===== config.mk =====
export PLATFORM = sky130hd
export DESIGN_NAME = bpt_pipe_ctrl
export DESIGN_NICKNAME = d
export VERILOG_FILES = /design/src/hdl/bpt_pkg.sv /design/src/hdl/bpt_pipe_ctrl.sv
export SDC_FILE = /design/constraint.sdc
export NUM_CORES = 1
export LEC_CHECK = 0
export BUFFER_PORTS_ARGS = -buffer_cell sky130_fd_sc_hd__buf_2
export CORE_AREA = 2 2 39 41
export CTS_CLUSTER_SIZE = 20
export DETAILED_ROUTE_END_ITERATION = 6
export DIE_AREA = 0 0 41 43
export SLEW_MARGIN = 10
export SYNTH_ARGS = -nofsm -noshare
export SYNTH_HDL_FRONTEND = slang
export SYNTH_SLANG_ARGS = --single-unit

===== constraint.sdc =====
create_clock -name i_clk -period 1.8 [get_ports i_clk]
set_input_delay 0.36 -clock i_clk [delete_from_list [all_inputs] [get_ports i_clk]]
set_output_delay 0.36 -clock i_clk [all_outputs]
set_load 0.01 [all_outputs]

===== src/hdl/bpt_pkg.sv =====
// ----------------------------------------------------------------------------
// bpt_pkg
// Shared types and constants for the barometer pressure and temperature
// compensation pipeline.
// ----------------------------------------------------------------------------
package bpt_pkg;

    localparam int NumCal    = 6;
    localparam int CfgIdxW   = 3;
    localparam int CalW      = 16;
    localparam int RawW      = 24;
    localparam int PressW    = 20;
    localparam int TempW     = 15;
    localparam int NumStages = 8;

    // calibration register indexes
    localparam logic [CfgIdxW-1:0] CAL_C1 = 3'd0;
    localparam logic [CfgIdxW-1:0] CAL_C2 = 3'd1;
    localparam logic [CfgIdxW-1:0] CAL_C3 = 3'd2;
    localparam logic [CfgIdxW-1:0] CAL_C4 = 3'd3;
    localparam logic [CfgIdxW-1:0] CAL_C5 = 3'd4;
    localparam logic [CfgIdxW-1:0] CAL_C6 = 3'd5;

    // temperatures in 0.01 C
    localparam int TempRef = 2000;
    localparam int TempLow = -1500;

    // output limits
    localparam logic [PressW-1:0]       PressMax    = 20'd1048575;
    localparam logic signed [TempW-1:0] TempDeciMin = -15'sd4000;
    localparam logic signed [TempW-1:0] TempDeciMax = 15'sd8500;

    // n / 10 == (n * Div10Mul) >> Div10Shift for n < 2^22
    localparam logic [19:0] Div10Mul   = 20'd838861;
    localparam int          Div10Shift = 23;

    typedef struct packed {
        logic [CalW-1:0] c1;
        logic [CalW-1:0] c2;
        logic [CalW-1:0] c3;
        logic [CalW-1:0] c4;
        logic [CalW-1:0] c5;
        logic [CalW-1:0] c6;
    } t_cal;

    typedef struct packed {
        logic [NumStages-1:0] en;
        logic [NumStages-1:0] vld;
    } t_pipe_ctrl;

endpackage


===== src/hdl/bpt_pipe_ctrl.sv =====
// ----------------------------------------------------------------------------
// bpt_pipe_ctrl
// Stage valid bits and per-stage load enables; a stage loads when it is
// empty or the stage after it moves, so bubbles collapse under stall.
// ----------------------------------------------------------------------------
module bpt_pipe_ctrl (
    input  logic                  i_clk,
    input  logic                  i_rst_n,
    input  logic                  i_in_valid,
    input  logic                  i_out_stall,
    output bpt_pkg::t_pipe_ctrl   o_ctrl
);

    localparam int NS = bpt_pkg::NumStages;

    logic [NS-1:0] r_vld;
    logic [NS-1:0] n_vld;
    logic [NS-1:0] en;
    logic          in_acc;
    logic          out_acc;

    always_comb begin
        en[NS-1] = !r_vld[NS-1] || !i_out_stall;
        for (int k = NS - 2; k >= 0; k--) begin
            en[k] = !r_vld[k] || en[k+1];
        end
        n_vld[0] = en[0] ? i_in_valid : r_vld[0];
        for (int k = 1; k < NS; k++) begin
            n_vld[k] = en[k] ? r_vld[k-1] : r_vld[k];
        end
    end

    always_ff @(posedge i_clk) begin
        if (!i_rst_n) begin
            r_vld <= '0;
        end else begin
            r_vld <= n_vld;
        end
    end

    assign in_acc     = i_in_valid && en[0];
    assign out_acc    = r_vld[NS-1] && !i_out_stall;
    assign o_ctrl.en  = en;
    assign o_ctrl.vld = r_vld;

    a_rst_clear: assert property (@(posedge i_clk)
        !i_rst_n |=> (r_vld == '0))
        else $error("pipeline not empty after reset");

    a_occupancy: assert property (@(posedge i_clk) disable iff (!i_rst_n)
        i_rst_n |=> ($countones(r_vld) == $past($countones(r_vld))
                     + ($past(in_acc) ? 1 : 0) - ($past(out_acc) ? 1 : 0)))
        else $error("item lost or duplicated in pipeline");

    a_full_stall: assert property (@(posedge i_clk) disable iff (!i_rst_n)
        !en[0] |-> ((r_vld == '1) && i_out_stall))
        else $error("input stalled while pipeline has room");

endmodule


### Word-level counts from Yosys, hierarchy flattened

Cells that the tools add are included.

* bits in registers: 8
* input bits: 4
* output and inout bits: 16
* word-level logic and storage cells: 25

* reduce and logical (&&, ||, !) cells: 17

Operator list (count)
* $logic_not A1 Y1: 9
* $logic_or A1 B1 Y1: 8

### Depth between registers and ports, before layout

* depth after elaboration: 9
* gate-level depth with buffers: 4

### Least setup slack after synthesis

Ideal clock, no wire load.

* path kind: reg-to-output
* from: register r_vld[7]
* to: output port o_ctrl[8] (netlist bit)
* arrival time: 0.959 ns
* required time: 1.440 ns
* setup slack: 0.481 ns
* stages on the path, launching flop included: 4
* cells stage by stage: dfxtp_1 nand4_4 nor2_2 nand3_1

RTL lines
* start, declared: line bpt_pipe_ctrl.sv:16 `logic [NS-1:0] r_vld;`
* start signal, assigned: line bpt_pipe_ctrl.sv:37 `r_vld <= n_vld;`
* end, declared: line bpt_pipe_ctrl.sv:11 `output bpt_pkg::t_pipe_ctrl o_ctrl`

==> impl_metrics.tcl <==
set metrics [dict create \
    status "completed" \
    grt_max_degree 11 \
    power.density_mw_per_mm2 726 \
    cts_root_buf "clkbuf_4" \
    fmax_mhz 614 \
    end_kind "output port" \
    design.core.area_mm2 0.00138 \
    reg.largest.list "r_vld x8" \
    largest-register "r_vld" \
    syn-cell-area_um2 334 \
    met1_usage 0.0900 \
    cp-start-kind "flip-flop" \
    syn_avg_cell_area_um2 9.28 \
    crit_family "simple AND/OR/NAND/NOR gates" \
    fp.dieW_um 41 \
    crit_type "flip-flop to output port" \
    crit_buf_inv 1 \
    rr_worst_depth 3 \
    synth_edf_count 0 \
    yosysTopAreaCellShare 0.479 \
    yosysTopAreaCell "dfxtp_1" \
    rsz0062_at_grt "no" \
    vias 311 \
    drt_first_pass_iters 2 \
    cpMaxStageDelayCell "dfxtp_1" \
    track_usage 0.0823 \
    synth_common_cells "dfxtp_1, inv_1, nand2_1, nand3_1, o21a_1" \
    yosysSeqAreaShare 0.479 \
    gp_congestion 0.650 \
    vdd.ir_drop.worst_uv 186 \
    ys_ff_latch 8 \
    die_y_um 43 \
    yosysMostFrequentCell "dfxtp_1" \
    clk_latency_ns 0.25 \
    finalNetCount 63 \
    hold_path.class "input pin to flip-flop" \
    clk_pin_slew_ns 0.06 \
    remaining_drc_errors 0 \
    hold_buffers 0 \
    ctsResizeCount 0 \
    fin_area_um2 468 \
    drv_slew 0 \
    die_area_mm2 0.00176 \
    syn2layout_area_growth_pct 40.1 \
    routedWlPerCell_um 9.30 \
    fin_ws_ns 0.170 \
    drt_iter0_markers 2 \
    p_leak_nw 0.199 \
    grt_busiest_layer "met2" \
    p_total_mw 0.340 \
    path_cells "nand4_4, nor2_2, nand3_1, buf_2" \
    cts_tree "built" \
    yosysWarnings 0 \
    tightestPinTransition_ns 0.197 \
    place_area_um2 445 \
    drive_gt1_frac 0.474 \
    synthCells 36 \
    rows 14 \
    yosys.cell_types.count 17 \
    largest_reg_flops 8 \
    ys_async_sr_fraction 0 \
    syn_nets 40 \
    maxSlewHeadroom 0.869 \
    cts_sinks 8 \
    required_ns 1.44 \
    cp_max_fo 5 \
    antenna_found_initial 0 \
    finalSetupTns_ns 0 \
    skew_ns 0.00552 \
    dp_hpwl_um 541 \
    place_ws_ns 0.343 \
    grtUsageMet3 0.0314 \
    critical_path_depth 4 \
    grt-ovfl-total 0 \
    slowest_delay_ns 0.41 \
    grtUsageMet2 0.122 \
    rrSetupSlack_ns 0.80 \
    numCtsBuffers 3 \
    cap_viol_max_count 0 \
    grt_pass1_wl_um 966 \
    clk_path_buf_depth 2 \
    cp.arrival_ns 1.27 \
    avgViaCountPerCell 4.26 \
    ant_nets 0 \
    yosys_most_used_dff "dfxtp_1" \
    setup_viol 0 \
    boundaryPins 20 \
    final_hold_viol_count 0 \
    antenna_cells 0 \
    cts_setup_buffers 0 \
    final.period_utilization 0.905 \
    routed_wl_um 679 \
    io_buffers 19 \
    initial_core_util 0.241 \
    ctsHtreeMaxLevel 1 \
    grt_pass1_vias 253 \
    hold_depth 2 \
    fin_crit_ns 1.63 \
    synth.area.top_cells "dfxtp_1, o21a_1, nand4_4" \
]
## path summary, 6_finish.rpt
path | start | end
worst min register to register | r_vld[2]$_SDFFE_PN0P_ | r_vld[3]$_SDFFE_PN0P_
worst max-delay path | r_vld[6]$_SDFFE_PN0P_ | o_ctrl[8]
worst max register to register | r_vld[6]$_SDFFE_PN0P_ | r_vld[1]$_SDFFE_PN0P_
worst min-delay path | i_in_valid | r_vld[0]$_SDFFE_PN0P_
## stage by stage
stage          cells  hold WS [ns]   util
5_1_grt           73         0.335  0.338
3_3_place_gp      70         0.455  0.322
3_5_place_dp      70         0.467  0.322
4_1_cts           73         0.321  0.338
6_report          73         0.326  0.338
2_1_floorplan     36         0.482      -
## cells by family after synthesis
kind of cell    count (synthesis)  share of synthesized area
simple gates                   13                      0.273
buf+inv                         7                     0.0786
compound gates                  8                      0.168
flops                           8                      0.479
## layout by cell type (no fill, tap or decap), drive strengths merged
master,count
o21ai,1
o21a,3
and3,1
dfxtp,8
buf,19
a22o,1
nand2,4
nand3,3
nor2,2
nand4,1
clkbuf,3
nor3,1
inv,6
nor2b,1
a21boi,2
a21oi,1
## routing by layer
layer  vias up  part of all wire
li1        163                 -
met1       135              0.46
met2        13              0.46
met3         0             0.080
met4         0                 0
met5         -                 0
## final cells by class
cell class / instances / area [um^2]
multi-input combinational: 21 / 148
timing repair buffer: 19 / 95.1
tap: 16 / 20.0
sequential: 8 / 160
fill: 154 / 916
clock buffer: 3 / 22.5
inverter: 6 / 22.5
## report_power, final
| group | switching [mW] | leakage, nW | internal [mW] |
|---|---|---|---|
| Combinational | 0.00906 | 0.120 | 0.00820 |
| Clock | 0.0622 | 0.0138 | 0.0764 |
| Sequential | 0.00332 | 0.0650 | 0.181 |
Power figures use the tool's default switching activity.
