### src/hdl/bpt_pkg.sv
// ----------------------------------------------------------------------------
// bpt_pkg
// Shared types and constants for the barometer pressure and temperature
// compensation pipeline.
// ----------------------------------------------------------------------------
package bpt_pkg;

    localparam int NumCal    = 6;
    localparam int CfgIdxW   = 3;
    localparam int CalW      = 16;
    localparam int RawW      = 24;
    localparam int PressW    = 20;
    localparam int TempW     = 15;
    localparam int NumStages = 8;

    // calibration register indexes
    localparam logic [CfgIdxW-1:0] CAL_C1 = 3'd0;
    localparam logic [CfgIdxW-1:0] CAL_C2 = 3'd1;
    localparam logic [CfgIdxW-1:0] CAL_C3 = 3'd2;
    localparam logic [CfgIdxW-1:0] CAL_C4 = 3'd3;
    localparam logic [CfgIdxW-1:0] CAL_C5 = 3'd4;
    localparam logic [CfgIdxW-1:0] CAL_C6 = 3'd5;

    // temperatures in 0.01 C
    localparam int TempRef = 2000;
    localparam int TempLow = -1500;

    // output limits
    localparam logic [PressW-1:0]       PressMax    = 20'd1048575;
    localparam logic signed [TempW-1:0] TempDeciMin = -15'sd4000;
    localparam logic signed [TempW-1:0] TempDeciMax = 15'sd8500;

    // n / 10 == (n * Div10Mul) >> Div10Shift for n < 2^22
    localparam logic [19:0] Div10Mul   = 20'd838861;
    localparam int          Div10Shift = 23;

    typedef struct packed {
        logic [CalW-1:0] c1;
        logic [CalW-1:0] c2;
        logic [CalW-1:0] c3;
        logic [CalW-1:0] c4;
        logic [CalW-1:0] c5;
        logic [CalW-1:0] c6;
    } t_cal;

    typedef struct packed {
        logic [NumStages-1:0] en;
        logic [NumStages-1:0] vld;
    } t_pipe_ctrl;

endpackage

### src/hdl/bpt_cal_regs.sv
// ----------------------------------------------------------------------------
// bpt_cal_regs
// Calibration word register file, written through a plain write port.
// ----------------------------------------------------------------------------
module bpt_cal_regs (
    input  logic                          i_clk,
    input  logic                          i_rst_n,
    input  logic                          i_cfg_we,
    input  logic [bpt_pkg::CfgIdxW-1:0]   i_cfg_index,
    input  logic [bpt_pkg::CalW-1:0]      i_cfg_data,
    output bpt_pkg::t_cal                 o_cal
);

    bpt_pkg::t_cal r_cal;
    bpt_pkg::t_cal n_cal;

    always_comb begin
        n_cal = r_cal;
        if (i_cfg_we) begin
            case (i_cfg_index)
                bpt_pkg::CAL_C1: n_cal.c1 = i_cfg_data;
                bpt_pkg::CAL_C2: n_cal.c2 = i_cfg_data;
                bpt_pkg::CAL_C3: n_cal.c3 = i_cfg_data;
                bpt_pkg::CAL_C4: n_cal.c4 = i_cfg_data;
                bpt_pkg::CAL_C5: n_cal.c5 = i_cfg_data;
                bpt_pkg::CAL_C6: n_cal.c6 = i_cfg_data;
                default: n_cal = r_cal;
            endcase
        end
    end

    always_ff @(posedge i_clk) begin
        if (!i_rst_n) begin
            r_cal <= '0;
        end else begin
            r_cal <= n_cal;
        end
    end

    assign o_cal = r_cal;

endmodule

### config.mk
export PLATFORM = sky130hd
export DESIGN_NAME = bpt_cal_regs
export DESIGN_NICKNAME = d
export VERILOG_FILES = /design/src/hdl/bpt_pkg.sv /design/src/hdl/bpt_cal_regs.sv
export SDC_FILE = /design/constraint.sdc
export NUM_CORES = 1
export LEC_CHECK = 0
export BUFFER_PORTS_ARGS = -buffer_cell sky130_fd_sc_hd__buf_4
export CAP_MARGIN = 20
export CORE_ASPECT_RATIO = 0.7
export CORE_MARGIN = 4
export CORE_UTILIZATION = 45
export DETAILED_ROUTE_END_ITERATION = 6
export PLACE_DENSITY = 0.79
export SLEW_MARGIN = 20
export SYNTH_ARGS = -nofsm -noshare
export SYNTH_HDL_FRONTEND = slang
export SYNTH_SLANG_ARGS = --single-unit
### constraint.sdc
create_clock -name i_clk -period 1.3 [get_ports i_clk]
set_input_delay 0.065 -clock i_clk [delete_from_list [all_inputs] [get_ports i_clk]]
set_output_delay 0.065 -clock i_clk [all_outputs]
set_load 0.05 [all_outputs]
---- Word level (Yosys, flattened, before mapping) ----
Index checks and enable logic that the tools add are counted.
storage, ports and cells
  bits in registers ....................... 96
  input port bits ......................... 22
  output and inout bits ................... 96
  word-level logic and storage cells ...... 18
cells by class
  equality and inequality tests ........... 5
  reduce and logical (&&, ||, !) cells .... 7
operator list
  kind                number
  $reduce_and 2->1    6
  $eq 3x2->1 const B  2
  $eq 3x3->1 const B  2
  $eq 3x1->1 const B  1
  $logic_not 3->1     1

---- Logic depth before layout (Yosys ltp) ----
Gate-level depths: netlist of the first run.
  depth in word-level cells ............... 2
  depth in mapped cells ................... 4
  mapped depth without buffers ............ 2

---- Worst setup path after synthesis of the first run ----
Ideal clock, no wire load.
  path kind ............................... input to register
  start point ............................. input port i_cfg_index[1] (netlist name)
  end point ............................... register r_cal (netlist bit o_cal[89])
  library setup time ...................... 0.123 ns
  arrival time ............................ 0.992 ns
  data required time ...................... 1.177 ns
  slack ................................... 0.185 ns
  cell stages on the path ................. 4
  buffers on the path ..................... 2
  cell sequence ........................... or4b_1 buf_6 buf_12 mux2i_1
between the ends
  cells in the longest elaborated chain, start to end .. 2
RTL lines
  item                        RTL line            RTL
  start, declared             bpt_cal_regs.sv:9   input logic [bpt_pkg::CfgIdxW-1:0] i_cfg_index,
  $logic_not 3->1             bpt_cal_regs.sv:20  case (i_cfg_index)
  $reduce_and 2->1 (no line)  --
  end signal, assigned        bpt_cal_regs.sv:36  r_cal <= n_cal;
  end, declared               bpt_cal_regs.sv:14  bpt_pkg::t_cal r_cal;
No other way between the ends.
A chain may end at the register's enable or synchronous reset.

---- Final worst setup path of the first run ----
  start point ............................. register r_cal (netlist bit o_cal[92])
  end point ............................... output port o_cal[92] (netlist name)
RTL lines
  item           RTL line            RTL
  end, declared  bpt_cal_regs.sv:11  output bpt_pkg::t_cal o_cal
No word-level cell between the ends.

==> results of run 1 <==
==> cell usage in the layout (no fill, tap or decap), drive strengths merged <==
cell | synthesis | layout
dfxtp | 96 | 96
clkinvlp | 0 | 2
nand4b | 2 | 2
or4b | 1 | 1
nand4bb | 2 | 2
buf | 13 | 133
mux2i | 96 | 96
bufinv | 0 | 1
clkinv | 0 | 1
nand2 | 112 | 112
clkbuf | 11 | 12
and4bb | 1 | 1
==> power groups by stage <==
stage	clock network (mW)	registers (mW)	logic, mW
2_1_floorplan	0	3.33	0.199
3_5_place_dp	0	3.11	0.677
3_3_place_gp	0	3.11	0.666
5_1_grt	2.12	3.05	0.711
4_1_cts	1.99	3.04	0.677
6_report	1.94	3.04	0.673
==> stage by stage <==
stage | hold WS (ns) | instance area, um^2
final | 0.0702 | 4740
after global routing | 0.0575 | 4740
after CTS | 0.0543 | 4740
after detailed placement | 0.441 | 4540
after global placement | 0.429 | 4540
after floorplan | 0.308 | 3490
==> area by class of cell <==
cell class	count	area, um^2	share of cell area [%]
clock buffers	12	145	3.06
clock inverters	4	53.8	1.14
multi-input cells	214	1440	30.5
flip-flops and latches	96	1920	40.6
well taps	98	123	2.59
repair buffers	133	1050	22.1
==> per-layer routing <==
metal	track usage, %	wire length, um
met1	26.3	4230
met5	0	0
met4	5.40	79
met2	31.8	4020
met3	8.39	848
==> how the worst max path moves through the flow <==
| stage | startpoint | slack, ns | endpoint | depth (start not counted) |
|---|---|---|---|---|
| after detailed placement | i_cfg_index[1] | 0.05 | o_cal[88]$_SDFFE_PN0P_ | 4 |
| after global routing | o_cal[93]$_SDFFE_PN0P_ | 0.24 | o_cal[93] | 1 |
| after floorplan | i_cfg_index[1] | 0.18 | o_cal[89]$_SDFFE_PN0P_ | 4 |
| after CTS | o_cal[3]$_SDFFE_PN0P_ | 0.27 | o_cal[3] | 1 |
| final | o_cal[92]$_SDFFE_PN0P_ | 0.29 | o_cal[92] | 1 |
| after global placement | i_cfg_index[1] | 0.08 | o_cal[84]$_SDFFE_PN0P_ | 4 |
==> cell families after synthesis <==
family,Yosys count
DFF,96
and+or+nand+nor,118
muxes,96
buffers and inverters,24
==> results.py, run 1 <==
metrics = {
    "logic_synthesis": {
        "synth.area.mux_share_pct": 27.5,
        "netlist_instances": 334,
        "synth_flop_cell": "dfxtp_1",
        "synth-edff-count": 0,
        "synth_compound_area_share_pct": 0,
        "synth_fp_nets": 356,
        "synth.avg_cell_area_um2": 10.5,
        "synthSimpleGateAreaFrac_pct": 13.8,
        "yosys.cell_count.top_type": "nand2_1",
        "synth_top_area_cell": "dfxtp_1",
        "synth_top_family_by_area": "multiplexers",
        "synthAdderAreaFrac_pct": 0,
        "yosysWarnings": 0,
        "synth_cell_types": 13,
        "yosys-top-cells-count": "nand2_1, dfxtp_1, mux2i_1",
        "yosysSeqAreaShare_pct": 55.0,
        "synthArstFlopShare_pct": 0,
        "synth_top_area_share_pct": 55.0,
        "syn-cell-area_um2": 3490,
        "synthTopCellsByArea": "dfxtp_1, mux2i_1, nand2_1",
        "synth_seq_cells": 96,
        "synth_xor_area_share_pct": 0,
    },
    "clock_tree": {
        "insertion_delay_ns": 0.35,
        "cts.sink_count": 96,
        "cts_tree": "built",
        "cts_resized": 0,
        "clk_path_buf_depth": 2,
        "clockRootBuffer": "clkbuf_8",
        "clk_pin_slew_ns": 0.09,
        "postCtsSetupRepairBufs": 0,
        "cts_hold_buf": 0,
        "cts_made_buffers": 9,
        "h-tree-depth": 3,
    },
    "critical_path": {
        "critical_path.max_fanout": 2,
        "reg2regPathDepth": 2,
        "critPathLaunchType": "register",
        "r2r_slack_ns": 0.65,
        "timing.rr.end": "o_cal[90]$_SDFFE_PN0P_",
        "path_cells": "buf_4",
        "setup.worst_path.class": "register to output pin",
        "worstPathRequired_ns": 1.24,
        "r2r-start": "o_cal[90]$_SDFFE_PN0P_",
        "critPathBufInv": 1,
        "cp_slowest_cell": "dfxtp_1",
        "cp-end-kind": "output pin",
        "path_delay_family": "flip-flops",
        "cp.arrival_ns": 0.94,
        "critPathMaxStageDelay_ns": 0.38,
    },
    "grt": {
        "track_usage_pct": 20.4,
        "antenna_found_initial": 0,
        "grt.overflow.total": 0,
        "grt_max_degree": 25,
        "grt_pass1_wl_um": 14500,
        "grt_pass1_vias": 2736,
    },
    "route": {
        "wirelength_um": 9170,
        "viasPerCell": 4.98,
        "ant_nets": 0,
        "wl_per_cell_um": 16.5,
        "firstDrtPassIters": 4,
        "drc": 0,
        "vias": 2774,
        "drt_iter0_markers": 90,
    },
    "die": {
        "die_area_um2": 9260,
        "ios": 118,
        "start_util_pct": 47.1,
        "rows": 26,
        "fp.dieH_um": 81.7,
        "die_w_um": 113,
        "core_area_um2": 7420,
    },
    "hold_path": {
        "whs_path_depth": 3,
        "min_path_type": "input port to register",
        "worstHoldStart": "i_rst_n",
        "worstHoldEndpoint": "o_cal[35]$_SDFFE_PN0P_",
    },
    "power": {
        "p_sw_mw": 1.48,
        "p_leak_nw": 2.50,
        "clkPwrFrac_pct": 34.3,
        "power_frac_seq_pct": 53.8,
        "power_density_nw_per_um2": 1190,
        "design_power_total_mw": 5.66,
        "p_sw_share_pct": 26.2,
        "power.internal_mw": 4.18,
        "combPwrFrac_pct": 11.9,
        "max-vdd-ir-drop_uv": 675,
    },
    "place": {
        "place_congestion": 0.765,
        "portBuffers": 117,
        "dp.cells": 541,
        "dp_slack_ns": 0.0486,
        "dp_hpwl_um": 6870,
    },
    "finish": {
        "final_nets": 476,
        "largest_register_ffs": 96,
        "drive_gt1_share_pct": 32.2,
        "n_fill_cell": 605,
        "antenna_cells": 0,
        "fin_cells": 557,
        "area_delta_synth_final_pct": 35.5,
        "final_util_pct": 63.8,
    },
    "run": {
        "cap_violations": 0,
    },
    "sta": {
        "setup_slack_ns": 0.292,
        "skew_ns": 0,
        "worst_pin_slew_ns": 0.310,
        "setup_viol": 0,
        "finalSetupTns_ns": 0,
        "grt_setup_unrepaired": "false",
        "max_freq_mhz": 992,
        "min_period_over_period_pct": 77.6,
        "final-hold-violation-count": 0,
        "min_period_ns": 1.01,
        "maxSlewViolCount": 0,
        "slew_headroom_pct": 79.3,
    },
    "status": {
        "status": "finished clean",
    },
}
No activity file was read; power rests on OpenSTA's default activity.
==> run 2, diff against run 1 <==
--- a/config.mk
+++ b/config.mk
@@ -11,7 +11,7 @@
 export CORE_MARGIN = 4
 export CORE_UTILIZATION = 45
 export DETAILED_ROUTE_END_ITERATION = 6
-export PLACE_DENSITY = 0.79
+export PLACE_DENSITY = 0.82
 export SLEW_MARGIN = 20
 export SYNTH_ARGS = -nofsm -noshare
 export SYNTH_HDL_FRONTEND = slang
==> constraint.sdc (replaced) <==
create_clock -name i_clk -period 0.9 [get_ports i_clk]
set_input_delay 0.045 -clock i_clk [delete_from_list [all_inputs] [get_ports i_clk]]
set_output_delay 0.045 -clock i_clk [all_outputs]
set_load 0.05 [all_outputs]
==> run 2 against run 1 <==
- the run now ends with negative setup slack left
- critical path depth stayed put
- non-clock buffer count rose by 26
- global-route usage grew 3.3 points
- first-iteration DRC count rose by 37%
- clock skew is the same
- sequential share of layout area down 5.5 points
- critical endpoint is now o_cal[83]
==> results.py, run 2 (same netlist as run 1, synthesis figures left out) <==
metrics = {
    "status": {
        "status": "complete, but fails checks",
        "violations": "negative setup slack",
    },
    "hold_path": {
        "whs_path_depth": 3,
        "min_path_type": "input port to register",
    },
    "clock_tree": {
        "cts_tree": "built",
        "cts_hold_buf": 0,
        "clk_path_buf_depth": 2,
        "cts_made_buffers": 9,
        "cts.sink_count": 96,
        "clk_pin_slew_ns": 0.09,
        "insertion_delay_ns": 0.36,
        "clockRootBuffer": "clkbuf_8",
        "h-tree-depth": 3,
    },
    "grt": {
        "antenna_found_initial": 0,
        "grt.overflow.total": 0,
        "grt_max_degree": 31,
        "grt_pass1_vias": 3098,
        "track_usage_pct": 23.7,
        "grt_pass1_wl_um": 16700,
    },
    "die": {
        "core_area_um2": 7420,
        "die_w_um": 113,
        "start_util_pct": 47.1,
        "fp.dieH_um": 81.7,
        "ios": 118,
        "die_area_um2": 9260,
        "rows": 26,
    },
    "critical_path": {
        "setup.worst_path.class": "register to output pin",
        "worstPathRequired_ns": 0.85,
        "cp-end-kind": "output pin",
        "reg2regPathDepth": 4,
        "critPathLaunchType": "register",
        "r2r_slack_ns": 0.07,
        "cp_slowest_cell": "dfxtp_2",
        "cp.arrival_ns": 0.89,
        "critPathBufInv": 1,
        "critPathMaxStageDelay_ns": 0.38,
        "crit_cells": 1,
        "path_delay_family": "flip-flops",
        "critical_path.max_fanout": 2,
        "path_cells": "buf_8",
    },
    "finish": {
        "antenna_cells": 0,
        "area_delta_synth_final_pct": 67.6,
        "largest_register_ffs": 96,
        "final_nets": 502,
        "stdcell_area_um2": 5860,
        "layout.cells.most_common": "nand2_1",
        "final_util_pct": 78.9,
        "drive_gt1_share_pct": 56.2,
        "layout_common_cells": "nand2_1, mux2i_1, buf_8",
    },
    "sta": {
        "maxSlewViolCount": 0,
        "grt_setup_unrepaired": "true",
        "worst_pin_slew_ns": 0.317,
        "setup_slack_ns": -0.0387,
        "min_period_ns": 0.939,
        "skew_ns": 0,
        "setup_viol": 86,
        "final-hold-violation-count": 0,
        "max_freq_mhz": 1070,
        "min_period_over_period_pct": 104,
        "slew_headroom_pct": 78.8,
    },
    "route": {
        "drc": 0,
        "dr_wl_met2_um": 5330,
        "ant_nets": 0,
        "wl_per_cell_um": 18.4,
        "dr_wl_met3_um": 680,
        "firstDrtPassIters": 4,
        "viasPerCell": 5.05,
        "drt_iter0_markers": 123,
        "routed.top_layer": "met4",
        "wirelength_um": 10700,
        "vias": 2938,
        "drt-met1-wl_um": 4500,
    },
    "place": {
        "dp_hpwl_um": 7070,
        "portBuffers": 117,
        "placed_area_um2": 4600,
        "place_congestion": 0.816,
    },
    "power": {
        "p_leak_nw": 2.90,
        "max-vdd-ir-drop_uv": 950,
        "power_density_nw_per_um2": 1540,
    },
    "run": {
        "cap_violations": 0,
    },
}
[run 2: cell count changes in the layout (fill, tap and decap cells not counted)]
cell / change
buf_12: +3
buf_4: -73
buf_6: +3
buf_8: +93
bufinv_16: +2
clkbuf_1: -2
clkinv_4: -1
dfxtp_1: -96
dfxtp_2: +92
dfxtp_4: +4
or4b_1: -1
or4b_4: +1
[run 2: path summary, 6_finish.rpt]
| path | end | start |
|---|---|---|
| worst max-delay path | o_cal[83] | o_cal[83]$_SDFFE_PN0P_ |
| worst min-delay path | o_cal[59]$_SDFFE_PN0P_ | i_cfg_data[11] |
| worst max register to register | o_cal[44]$_SDFFE_PN0P_ | o_cal[44]$_SDFFE_PN0P_ |
| worst min register to register | o_cal[2]$_SDFFE_PN0P_ | o_cal[2]$_SDFFE_PN0P_ |
[run 2: final cells by class]
cell class                 instances  area, um^2
clock buffer                      10         138
clock inverter                     5         105
fill                             464        1560
multi-input combinational        214        1450
sequential                        96        2050
tap                               98         123
timing repair buffer             159        1990
[run 2: repair_timing]
action / CTS / global route
setup buffers: 15 / 8
gates resized for setup: 270 / 19
endpoints found under the setup margin: 96 / 96
[run 2: where the power goes]
| group | internal, mW | leakage (nW) | switching [mW] |
|---|---|---|---|
| Combinational | 0.500 | 1.96 | 0.668 |
| Clock | 1.91 | 0.115 | 1.48 |
| Sequential | 4.35 | 0.825 | 0.0934 |
| Total | 6.75 | 2.90 | 2.24 |
[run 2: per-stage QoR]
| step | setup WS, ns | setup TNS, ns | hold WS [ns] | std cells | power (mW) |
|---|---|---|---|---|---|
| floorplan | -0.179 | -2.04 | 0.288 | 334 | 5.10 |
| global placement | -0.258 | -12.18 | 0.437 | 544 | 5.47 |
| detailed placement | -0.277 | -14.45 | 0.440 | 544 | 5.50 |
| CTS | -0.0388 | -1.47 | 0.0606 | 574 | 8.96 |
| global route | -0.0658 | -4.15 | 0.0911 | 582 | 9.28 |
| finish | -0.0387 | -1.07 | 0.0799 | 582 | 8.99 |
[run 2: routing by layer]
layer | vias up | global-route usage (%)
met3 | 20 | 7.29
met1 | 1423 | 28.5
met2 | 97 | 41.5
li1 | 1398 | -
met4 | 0 | 6.60
met5 | - | 0
==> run 3, diff against run 2 <==
--- a/config.mk
+++ b/config.mk
@@ -5,7 +5,7 @@
 export SDC_FILE = /design/constraint.sdc
 export NUM_CORES = 1
 export LEC_CHECK = 0
-export BUFFER_PORTS_ARGS = -buffer_cell sky130_fd_sc_hd__buf_4
+export BUFFER_PORTS_ARGS = -buffer_cell sky130_fd_sc_hd__buf_2
 export CAP_MARGIN = 20
 export CORE_ASPECT_RATIO = 0.7
 export CORE_MARGIN = 4
==> run 3 against run 2 <==
- the flow still finishes with violations (negative setup slack)
- non-clock buffer count increased by 4
- first-iteration DRC count decreased by 37%
- final area decreased by 0.34%
- die area unchanged
- register-to-register slack about the same
- global-route usage increased by 0.25 points
- fmax increased by 0.70%
- flip-flop and latch count unchanged
- clock skew unchanged
- clock power decreased by 1%
- via count increased by 1.3%
- sequential power about the same
- largest power group unchanged
==> results.py, run 3 (same netlist as run 1, synthesis figures left out) <==
metrics = {
    "grt": {
        "grt_max_degree": 29,
        "grt_pass1_vias": 3058,
        "antenna_found_initial": 0,
        "grt_pass1_wl_um": 16800,
        "track_usage_pct": 23.9,
        "grt.overflow.total": 0,
    },
    "critical_path": {
        "critPathMaxStageDelay_ns": 0.37,
        "path_cells": "buf_8",
        "endpoint": "o_cal[37]",
        "r2r_slack_ns": 0.06,
        "path_delay_family": "flip-flops",
        "cp_slowest_cell": "dfxtp_2",
        "crit_start": "o_cal[37]$_SDFFE_PN0P_",
        "worstPathRequired_ns": 0.85,
        "r2r-start": "o_cal[81]$_SDFFE_PN0P_",
        "critical_path.max_fanout": 2,
        "cp.arrival_ns": 0.89,
        "reg2regPathDepth": 4,
        "critPathLaunchType": "register",
        "timing.rr.end": "o_cal[81]$_SDFFE_PN0P_",
        "crit_cells": 1,
        "critPathBufInv": 1,
        "setup.worst_path.class": "register to output pin",
        "cp-end-kind": "output pin",
    },
    "clock_tree": {
        "clk_path_buf_depth": 2,
        "clockRootBuffer": "clkbuf_8",
        "cts_made_buffers": 9,
        "cts.sink_count": 96,
        "insertion_delay_ns": 0.36,
        "cts_tree": "built",
        "clk_pin_slew_ns": 0.09,
        "h-tree-depth": 3,
    },
    "place": {
        "dp.cells": 546,
        "dp_hpwl_um": 6600,
        "portBuffers": 117,
        "dp_slack_ns": -0.281,
        "place_congestion": 0.806,
    },
    "die": {
        "die_area_um2": 9260,
        "rows": 26,
        "fp.dieH_um": 81.7,
        "ios": 118,
        "core_area_um2": 7420,
        "die_w_um": 113,
        "start_util_pct": 47.1,
    },
    "sta": {
        "maxSlewViolCount": 0,
        "slew_headroom_pct": 78.6,
        "setup_viol": 71,
        "max_freq_mhz": 1070,
        "min_period_over_period_pct": 104,
        "grt_setup_unrepaired": "true",
        "hold_ws_ns": 0.107,
        "worst_pin_slew_ns": 0.320,
        "final-hold-violation-count": 0,
        "min_period_ns": 0.932,
        "setup_slack_ns": -0.0321,
        "skew_ns": 0,
    },
    "finish": {
        "fin_cells": 586,
        "final_nets": 506,
        "layout.cells.most_common": "nand2_1",
        "largest_register_ffs": 96,
        "antenna_cells": 0,
        "layout_common_cells": "nand2_1, mux2i_1, buf_8",
        "final_util_pct": 78.7,
        "area_delta_synth_final_pct": 67.0,
        "drive_gt1_share_pct": 55.9,
    },
    "power": {
        "p_leak_nw": 2.90,
        "power_density_nw_per_um2": 1530,
        "design_power_total_mw": 8.95,
        "max-vdd-ir-drop_uv": 999,
    },
    "route": {
        "ant_nets": 0,
        "drt_iter0_markers": 77,
        "drc": 0,
        "vias": 2975,
        "wirelength_um": 10900,
        "viasPerCell": 5.08,
        "wl_per_cell_um": 18.6,
        "firstDrtPassIters": 5,
    },
    "run": {
        "cap_violations": 0,
    },
    "hold_path": {
        "min_path_type": "input port to register",
    },
    "status": {
        "status": "complete, but fails checks",
        "violations": "negative setup slack",
    },
}
[run 3: timing repair]
item	4_1_cts	5_1_grt
hold endpoints to repair	1	0
hold buffers	1	0
gates resized for setup	360	26
pin swaps	0	0
cloned	0	0
setup buffers	13	11
setup endpoints to repair	96	96
[run 3: worst min-delay path by stage]
stage | end | cells after the start | slack, ns | startpoint
final | o_cal[29]$_SDFFE_PN0P_ | 3 | 0.11 | i_cfg_data[13]
after CTS | o_cal[56]$_SDFFE_PN0P_ | 3 | 0.06 | i_cfg_data[8]
after global placement | o_cal[53]$_SDFFE_PN0P_ | 3 | 0.37 | i_rst_n
after detailed placement | o_cal[53]$_SDFFE_PN0P_ | 3 | 0.39 | i_rst_n
after global routing | o_cal[43]$_SDFFE_PN0P_ | 3 | 0.11 | i_cfg_data[11]
after floorplan | o_cal[83]$_SDFFE_PN0P_ | 2 | 0.29 | i_cfg_data[3]
[run 3: where the power goes]
group          leakage [nW]  internal [mW]  switching, mW
Sequential            0.825           4.35         0.0905
Clock                 0.117           1.91           1.43
Combinational          1.96          0.488          0.679
Total                  2.90           6.75           2.20
[run 3: per-stage QoR]
stage | setup TNS, ns | instance area, um^2
3_3_place_gp | -11.93 | 4330
6_report | -0.755 | 5840
5_1_grt | -4.05 | 5840
3_5_place_dp | -14.31 | 4330
4_1_cts | -1.33 | 5660
2_1_floorplan | -2.04 | 3500
[run 3: routing by layer]
metal  share of wire, %  track usage, %  vias up
met5                  0               0        -
met4                1.5            6.96        0
met3                6.7            7.73       16
met2                 51            41.3      107
met1                 41            28.9     1454
li1                   -               -     1398
[run 3: final cells by class]
type / instances / area [um^2]
clock buffers: 12 / 145
clock inverters: 3 / 90.1
fillers: 463 / 1580
multi-input cells: 214 / 1450
flip-flops and latches: 96 / 2050
well taps: 98 / 123
repair buffers: 163 / 1980
